### src/hw/rtl/tbpc_pkg.sv
// Package for the touch button press classifier.
// Holds state codes, register indexes, item and state structs and helpers.
// No dependencies.
package tbpc_pkg;

    localparam int unsigned CNT_W        = 16;
    localparam int unsigned UPTIME_W     = 14;
    localparam int unsigned STATE_W      = 4;
    localparam int unsigned CFG_IDX_W    = 3;
    localparam int unsigned CFG_DATA_W   = 16;

    localparam logic [UPTIME_W-1:0] START_WINDOW_TICKS = 14'd10000;
    localparam logic [UPTIME_W-1:0] UPTIME_MAX         = {UPTIME_W{1'b1}};

    // press state codes
    localparam logic [STATE_W-1:0] ST_INIT            = 4'd0;
    localparam logic [STATE_W-1:0] ST_READY_CLEAR     = 4'd1;
    localparam logic [STATE_W-1:0] ST_READY           = 4'd2;
    localparam logic [STATE_W-1:0] ST_UNPRESSED       = 4'd3;
    localparam logic [STATE_W-1:0] ST_RECENT          = 4'd4;
    localparam logic [STATE_W-1:0] ST_REGISTERED      = 4'd5;
    localparam logic [STATE_W-1:0] ST_TRANSITIONAL    = 4'd6;
    localparam logic [STATE_W-1:0] ST_EXTENDED        = 4'd7;
    localparam logic [STATE_W-1:0] ST_EXT_INVALID     = 4'd8;
    localparam logic [STATE_W-1:0] ST_CONSUMED        = 4'd9;
    localparam logic [STATE_W-1:0] ST_CONSUMED_ACTIVE = 4'd10;

    // item modes
    localparam logic MODE_TICK    = 1'b0;
    localparam logic MODE_CONSUME = 1'b1;

    // configuration register indexes
    localparam logic [CFG_IDX_W-1:0] CFG_INIT_PERIOD  = 3'd0;
    localparam logic [CFG_IDX_W-1:0] CFG_MIN_PRESS    = 3'd1;
    localparam logic [CFG_IDX_W-1:0] CFG_MAX_PRESS    = 3'd2;
    localparam logic [CFG_IDX_W-1:0] CFG_MIN_PRESS_EXT = 3'd3;
    localparam logic [CFG_IDX_W-1:0] CFG_MAX_PRESS_EXT = 3'd4;
    localparam logic [CFG_IDX_W-1:0] CFG_CONSUMED_HOLD = 3'd5;

    typedef struct packed {
        logic mode;
        logic pressed_raw;
        logic consume_target_registered;
    } in_item_t;

    typedef struct packed {
        logic [STATE_W-1:0] press_state;
        logic               press_valid;
        logic               press_extended;
        logic               press_in_progress;
        logic               press_consumed;
        logic               ready_to_work;
        logic               first_window;
    } out_item_t;

    typedef struct packed {
        logic [CNT_W-1:0] init_period_ms;
        logic [CNT_W-1:0] min_press_ms;
        logic [CNT_W-1:0] max_press_ms;
        logic [CNT_W-1:0] min_press_ext_ms;
        logic [CNT_W-1:0] max_press_ext_ms;
        logic [CNT_W-1:0] consumed_hold_ms;
    } cfg_t;

    typedef struct packed {
        logic [STATE_W-1:0]  press_state;
        logic                init_started;
        logic [CNT_W-1:0]    init_count;
        logic [CNT_W-1:0]    press_count;
        logic                consumed_started;
        logic [CNT_W-1:0]    consumed_count;
        logic [UPTIME_W-1:0] uptime_count;
        logic                first_window_flag;
    } st_t;

    localparam cfg_t CFG_RESET = '{
        init_period_ms:   16'd1000,
        min_press_ms:     16'd750,
        max_press_ms:     16'd3000,
        min_press_ext_ms: 16'd5000,
        max_press_ext_ms: 16'd10000,
        consumed_hold_ms: 16'd1000
    };

    localparam st_t ST_RESET = '{
        press_state:       ST_INIT,
        init_started:      1'b0,
        init_count:        '0,
        press_count:       '0,
        consumed_started:  1'b0,
        consumed_count:    '0,
        uptime_count:      '0,
        first_window_flag: 1'b1
    };

    function automatic logic [CNT_W-1:0] sat_inc(input logic [CNT_W-1:0] v);
        sat_inc = (v == {CNT_W{1'b1}}) ? v : v + 1'b1;
    endfunction

endpackage

### src/hw/rtl/touch_button_press_classifier.sv
// Top level of the touch button press classifier.
// Holds config, classifier state and the result register; uses tbpc_pkg, tbpc_step.
//
//   channel | signals                          | direction
//   --------+----------------------------------+----------
//   in      | in_valid, in_ready, in_data      | item in
//   out     | out_valid, out_ready, out_data   | result out
//   cfg     | cfg_we, cfg_index, cfg_data      | register write
//
// One item per cycle while the result is not stalled: the state update is one pass of
// compares and increments from the state registers into the result register.
// Reset loads the default thresholds and puts the classifier in init.
// A stalled result holds; in_ready is high whenever the result register is
// empty or being taken in the same cycle.
module touch_button_press_classifier (
    input  logic                                  clk,
    input  logic                                  rst_n,
    input  logic                                  in_valid,
    output logic                                  in_ready,
    input  tbpc_pkg::in_item_t                    in_data,
    output logic                                  out_valid,
    input  logic                                  out_ready,
    output tbpc_pkg::out_item_t                   out_data,
    input  logic                                  cfg_we,
    input  logic [tbpc_pkg::CFG_IDX_W-1:0]        cfg_index,
    input  logic [tbpc_pkg::CFG_DATA_W-1:0]       cfg_data
);
    import tbpc_pkg::*;

    cfg_t      cfg_reg;
    st_t       st_reg;
    st_t       st_next;
    out_item_t res_next;
    out_item_t out_data_reg;
    logic      out_valid_reg;
    logic      in_accept;

    assign in_ready  = !out_valid_reg || out_ready;
    assign in_accept = in_valid && in_ready;
    assign out_valid = out_valid_reg;
    assign out_data  = out_data_reg;

    tbpc_step u_step (
        .cur    (st_reg),
        .cfg    (cfg_reg),
        .item   (in_data),
        .nxt    (st_next),
        .result (res_next)
    );

    always_ff @(posedge clk or negedge rst_n)
    begin
        if (!rst_n)
        begin
            cfg_reg <= CFG_RESET;
        end
        else if (cfg_we)
        begin
            case (cfg_index)
                CFG_INIT_PERIOD:   cfg_reg.init_period_ms   <= cfg_data;
                CFG_MIN_PRESS:     cfg_reg.min_press_ms     <= cfg_data;
                CFG_MAX_PRESS:     cfg_reg.max_press_ms     <= cfg_data;
                CFG_MIN_PRESS_EXT: cfg_reg.min_press_ext_ms <= cfg_data;
                CFG_MAX_PRESS_EXT: cfg_reg.max_press_ext_ms <= cfg_data;
                CFG_CONSUMED_HOLD: cfg_reg.consumed_hold_ms <= cfg_data;
                default:           cfg_reg <= cfg_reg;
            endcase
        end
    end

    always_ff @(posedge clk or negedge rst_n)
    begin
        if (!rst_n)
        begin
            st_reg        <= ST_RESET;
            out_valid_reg <= 1'b0;
        end
        else
        begin
            if (in_accept)
                st_reg <= st_next;
            if (in_accept)
                out_valid_reg <= 1'b1;
            else if (out_ready)
                out_valid_reg <= 1'b0;
        end
    end

    always_ff @(posedge clk)
    begin
        if (in_accept)
            out_data_reg <= res_next;
    end

    // a released tick outside init always lands in unpressed
    a_release_unpressed: assert property (@(posedge clk) disable iff (!rst_n)
        (in_accept && (in_data.mode == MODE_TICK) && !in_data.pressed_raw &&
         (st_reg.press_state != ST_INIT))
        |=> (out_data.press_state == ST_UNPRESSED))
        else $error("released tick did not give unpressed");

    // ready-to-clear is only passed through, never held
    a_no_ready_clear: assert property (@(posedge clk) disable iff (!rst_n)
        st_reg.press_state != ST_READY_CLEAR)
        else $error("classifier parked in ready-to-clear");

    // uptime never moves backward
    a_uptime_mono: assert property (@(posedge clk) disable iff (!rst_n)
        1'b1 |=> (st_reg.uptime_count >= $past(st_reg.uptime_count)))
        else $error("uptime counter went backward");

    // once the start window closes it stays closed
    a_window_sticky: assert property (@(posedge clk) disable iff (!rst_n)
        !st_reg.first_window_flag |=> !st_reg.first_window_flag)
        else $error("start window flag set again");

    // result flags agree with the reported state
    a_flags_match: assert property (@(posedge clk) disable iff (!rst_n)
        out_valid |-> ((out_data.press_consumed == (out_data.press_state == ST_CONSUMED)) &&
                       (out_data.press_extended == (out_data.press_state == ST_EXTENDED))))
        else $error("result flags disagree with state");

endmodule

### src/hw/rtl/tbpc_step.sv
// Next-state and result logic for one item of the press classifier.
// Purely combinational; depends on tbpc_pkg.
module tbpc_step (
    input  tbpc_pkg::st_t      cur,
    input  tbpc_pkg::cfg_t     cfg,
    input  tbpc_pkg::in_item_t item,
    output tbpc_pkg::st_t      nxt,
    output tbpc_pkg::out_item_t result
);
    import tbpc_pkg::*;

    logic [CNT_W-1:0] press_inc;
    logic [CNT_W-1:0] cons_cnt;

    assign press_inc = sat_inc(cur.press_count);
    assign cons_cnt  = cur.consumed_started ? sat_inc(cur.consumed_count) : '0;

    always_comb
    begin
        nxt = cur;
        if (item.mode == MODE_CONSUME)
        begin
            nxt.press_state = item.consume_target_registered ? ST_CONSUMED_ACTIVE
                                                             : ST_CONSUMED;
        end
        else
        begin
            // start window runs on every tick, uptime checked before increment
            if (cur.first_window_flag && (cur.uptime_count >= START_WINDOW_TICKS))
                nxt.first_window_flag = 1'b0;
            if (cur.uptime_count != UPTIME_MAX)
                nxt.uptime_count = cur.uptime_count + 1'b1;

            if (cur.press_state == ST_INIT)
            begin
                if (!cur.init_started)
                begin
                    nxt.init_started = 1'b1;
                    nxt.init_count   = '0;
                end
                else
                begin
                    nxt.init_count = sat_inc(cur.init_count);
                    // ready-to-clear is passed through in the same tick
                    if (cur.init_count >= cfg.init_period_ms)
                        nxt.press_state = ST_READY;
                end
            end
            else if (!item.pressed_raw)
            begin
                nxt.press_state = ST_UNPRESSED;
                nxt.press_count = '0;
            end
            else if (cur.press_state == ST_UNPRESSED)
            begin
                nxt.press_state      = ST_RECENT;
                nxt.press_count      = '0;
                nxt.consumed_started = 1'b0;
            end
            else
            begin
                nxt.press_count = press_inc;
                case (cur.press_state)
                    ST_RECENT:
                    begin
                        if (press_inc >= cfg.min_press_ms)
                            nxt.press_state = ST_REGISTERED;
                    end
                    ST_REGISTERED:
                    begin
                        if (press_inc >= cfg.max_press_ms)
                            nxt.press_state = ST_TRANSITIONAL;
                    end
                    ST_TRANSITIONAL:
                    begin
                        if (press_inc >= cfg.min_press_ext_ms)
                            nxt.press_state = ST_EXTENDED;
                    end
                    ST_EXTENDED:
                    begin
                        if (press_inc >= cfg.max_press_ext_ms)
                            nxt.press_state = ST_EXT_INVALID;
                    end
                    ST_CONSUMED_ACTIVE:
                    begin
                        nxt.consumed_started = 1'b1;
                        nxt.consumed_count   = cons_cnt;
                        if (cons_cnt >= cfg.consumed_hold_ms)
                            nxt.press_state = ST_CONSUMED;
                    end
                    ST_CONSUMED:
                    begin
                        nxt.consumed_started = 1'b0;
                    end
                    default:
                    begin
                    end
                endcase
            end
        end
    end

    always_comb
    begin
        result.press_state       = nxt.press_state;
        result.press_valid       = (nxt.press_state == ST_REGISTERED) ||
                                   (nxt.press_state == ST_CONSUMED_ACTIVE);
        result.press_extended    = (nxt.press_state == ST_EXTENDED);
        result.press_in_progress = (nxt.press_state > ST_UNPRESSED) &&
                                   (nxt.press_state != ST_CONSUMED) &&
                                   (nxt.press_state != ST_EXT_INVALID);
        result.press_consumed    = (nxt.press_state == ST_CONSUMED);
        result.ready_to_work     = (nxt.press_state > ST_READY);
        result.first_window      = nxt.first_window_flag;
    end

endmodule

### config.mk
export PLATFORM = sky130hd
export DESIGN_NAME = touch_button_press_classifier
export DESIGN_NICKNAME = d
export VERILOG_FILES = /design/src/hw/rtl/tbpc_pkg.sv /design/src/hw/rtl/touch_button_press_classifier.sv /design/src/hw/rtl/tbpc_step.sv
export SDC_FILE = /design/constraint.sdc
export NUM_CORES = 1
export LEC_CHECK = 0
export BUFFER_PORTS_ARGS = -buffer_cell sky130_fd_sc_hd__buf_2
export CORE_MARGIN = 5
export CORE_UTILIZATION = 50
export DETAILED_ROUTE_END_ITERATION = 12
export PLACE_DENSITY = 0.76
export SYNTH_ARGS = -nofsm -noshare
export SYNTH_HDL_FRONTEND = slang
export SYNTH_SLANG_ARGS = --single-unit
### constraint.sdc
create_clock -name clk -period 11.85 [get_ports clk]
set_clock_uncertainty 0.2 [all_clocks]
set_input_delay 1.185 -clock clk [delete_from_list [all_inputs] [get_ports clk]]
set_output_delay 1.185 -clock clk [all_outputs]
set_load 0.05 [all_outputs]
==> impl_metrics.csv <==
group,metric,value,unit
status,outcome,"completed",
clock_network,clockBufferDepth,2,
placed_design,place_congestion,0.930,
drt,drc,0,
drt,drt_pre_antenna_iters,5,
sta,final.period_utilization,41.6,%
yosys,synthCells,1095,
worst_hold_path,holdPathStages,1,
yosys,yosysMostFrequentCell,"nand2_1",
finish,finalNetCount,1256,
drt,wire_per_inst,16.7,µm
worst_setup_path,crit_fanout,7,
yosys,ys.flop_type,"dfrtp_1",
global_routing,antenna_found_initial,0,
floorplan,ios,39,
floorplan,core-area,0.0202,mm²
clock_network,cts.sinks,176,
worst_setup_path,reg2reg_slack,6.92,ns
worst_setup_path,cp.required,11.83,ns
yosys,syn_nets,1223,
sta,max-slew-margin-rel,35.2,%
yosys,postSynthAreaPerCell,9.41,µm²
floorplan,start_util,50.9,%
floorplan,dieArea,0.0236,mm²
drt,drt_iter0_markers,406,
clock_network,clk_latency,0.44,ns
power,powerDensity,151,mW/mm²
yosys,synth_area,0.0103,mm²
placed_design,post-dp-hpwl,17200,µm
sta,setup_violations,0,
global_routing,grt_overflow,0,
drt,routed_wl,23500,µm
worst_setup_path,cpMaxStageDelayCell,"or4_1",
yosys,synth-edff-count,10,
floorplan,die_height,154,µm
worst_setup_path,worstPathCellList,"ha_1 > and2_1 > nand2_1 > or4_1 > nand2b_1 > nor3_1 > xor2_1 > ha_1 > a21oi_1 > o21ai_0 > a221o_1 > a2111oi_0 > a31oi_2 > a21oi_1 > inv_1",
power,p_seq_share,44.9,%
clock_network,root_buffer,"clkbuf_16",
worst_hold_path,worstHoldStart,"st_reg[0]",
floorplan,die_width,154,µm
worst_setup_path,critPathKind,"reg2reg",
sta,timing.setup.tns,0,ns
clock_network,holdBufCountCts,0,
power,clkPwrFrac,34.0,%
floorplan,rows,52,
worst_hold_path,hold_path_end,"st_reg[0]",
yosys,synth_top_area_share,31.3,%
finish,largest_reg_flops,96,
power,switching_power,540,µW
sta,drv_slew,0,
yosys,seq_area_frac_synth,43.7,%
finish,antenna_cells,0,
global_routing,grt_usage,20.6,%
global_routing,grt_pass1_vias,7913,
yosys,yosys-top-cells-area,"dfrtp_1 31%, ha_1 12%, dfstp_2 9.4%",
power,p_leak,0.00531,µW
clock_network,clk_pin_slew,0.07,ns
clock_network,ctsHtreeMaxLevel,4,
flow_run,maxCapViolCount,0,
clock_network,cts_setup_buffers,0,
finish,drive_gt1_share,15.3,%
sta,fmax,203,MHz
finish,finish.utilization,56.4,%
global_routing,grt_first_pass_wirelength,39800,µm
drt,drtAntennaViolNets,0,
yosys,netlist_top_cells_count,"172 x nand2_1, 129 x dfrtp_1, 103 x inv_1, 103 x o21ai_0, 101 x ha_1",
worst_hold_path,min_path_type,"reg2reg",
clock_network,cts_tree,"yes",
yosys,postSynth.asyncResetShare,94.3,%
sta,period_needed,4.93,ns
power,p_int,1180,µW
finish,areaGrowthSynthToFinish,10.6,%
power,peakVddDrop,93.8,µV
placed_design,place_ws,7.05,ns
worst_setup_path,worstReg2RegStart,"st_reg[32]",
worst_setup_path,r2r_end,"out_data[6]",
worst_setup_path,arrival,4.91,ns
worst_setup_path,slowest_delay,0.62,ns
sta,setup_slack,6.92,ns
yosys,yosys.area.top_type,"dfrtp_1",
drt,dr_total_vias,7913,
yosys,synth_cell_types,70,
worst_setup_path,worst-r2r-cell-count,15,
placed_design,port_buffers,38,
worst_setup_path,end_kind,"register",
sta,finalHoldViolCount,0,
worst_setup_path,worst_setup_path_start_kind,"register",
sta,rsz0062_at_grt,"false",
sta,tightest_slew,0.970,ns
clock_network,cts_resized,0,
placed_design,dp_cells,1379,
power,p_comb_share,21.2,%
power,swShare,31.5,%
global_routing,grt_start_max_net_pins,98,
drt,via_per_inst,5.61,
yosys,ys.warnings.count,0,
yosys,synth-seq-cells,176,
clock_network,cts_buffers,17,
finish,instances_no_fill,1411,
per-stage QoR:
step | hold WS (ns) | power, µW | area [µm²]
2_1_floorplan | 0.234 | 1030 | 10300
3_3_place_gp | 0.249 | 1120 | 10800
3_5_place_dp | 0.257 | 1140 | 10800
4_1_cts | 0.268 | 1730 | 11400
5_1_grt | 0.281 | 1820 | 11400
6_report | 0.266 | 1720 | 11400
worst max-delay path: cells and delay by family, from the launching register on:
kind	cells	cell delay (ns)
AOI/OAI and AO/OA	6	1.74
xor gates and xnor gates	1	0.45
adders and majority gates	2	0.54
buffers and inverters	1	0.08
DFF	1	0.42
and+or+nand+nor	5	1.24
worst max path at each step:
stage          startpoint  depth (start not counted)           to
3_5_place_dp   st_reg[32]                         15  out_data[6]
4_1_cts        st_reg[32]                         15  out_data[6]
3_3_place_gp   st_reg[32]                         14  out_data[6]
2_1_floorplan  st_reg[32]                         17  out_data[5]
5_1_grt        st_reg[15]                         14  out_data[6]
6_report       st_reg[32]                         15  out_data[6]
power groups by stage:
stage / clock network, µW / registers [µW] / logic [µW]
5_1_grt: 621 / 783 / 420
6_report: 583 / 770 / 363
3_5_place_dp: 0 / 781 / 359
2_1_floorplan: 0 / 771 / 255
3_3_place_gp: 0 / 776 / 342
4_1_cts: 590 / 770 / 365
cell type report:
class | instances | area (µm²)
fillers | 1737 | 8830
multi-input cells | 783 | 5300
flip-flops and latches | 176 | 4500
clock buffers | 18 | 450
inverters | 104 | 390
well taps | 270 | 338
repair buffers | 46 | 256
clock inverters | 14 | 165
kinds of logic (layout without fill, tap and decap cells):
kind of cell               count (synthesis)  in the layout  synth area share (%)
DFF                                      176            176                  43.7
AOI/OAI and AO/OA                        231            231                  13.6
xor gates and xnor gates                  45             45                  3.82
adders and majority gates                101            101                  12.3
muxes                                     44             44                  4.80
and+or+nand+nor                          362            362                  16.9
buffers and inverters                    136            182                  5.00
layout by cell type (no fill, tap or decap), drive strengths merged, types with 12 or more instances in the layout:
master	Yosys	layout
nand2	172	172
dfrtp	129	129
inv	104	112
o21ai	107	107
ha	101	101
a21oi	56	56
nor2	50	50
buf	5	46
mux2	43	43
dfstp	37	37
nand3	30	30
xnor2	29	29
nand4	20	20
clkbuf	27	18
xor2	16	16
nor3	15	15
o31ai	13	13
nand2b	13	13
and2	12	12
metal layers:
| metal | global-route usage, % | vias to the layer above | wire (µm) |
|---|---|---|---|
| met2 | 34.4 | 182 | 11200 |
| met4 | 7.06 | 0 | 650 |
| li1 | - | 3879 | - |
| met3 | 3.15 | 39 | 1070 |
| met1 | 27.5 | 3813 | 10600 |
| met5 | 0 | - | 0 |
No activity file was read; power rests on OpenSTA's default activity.
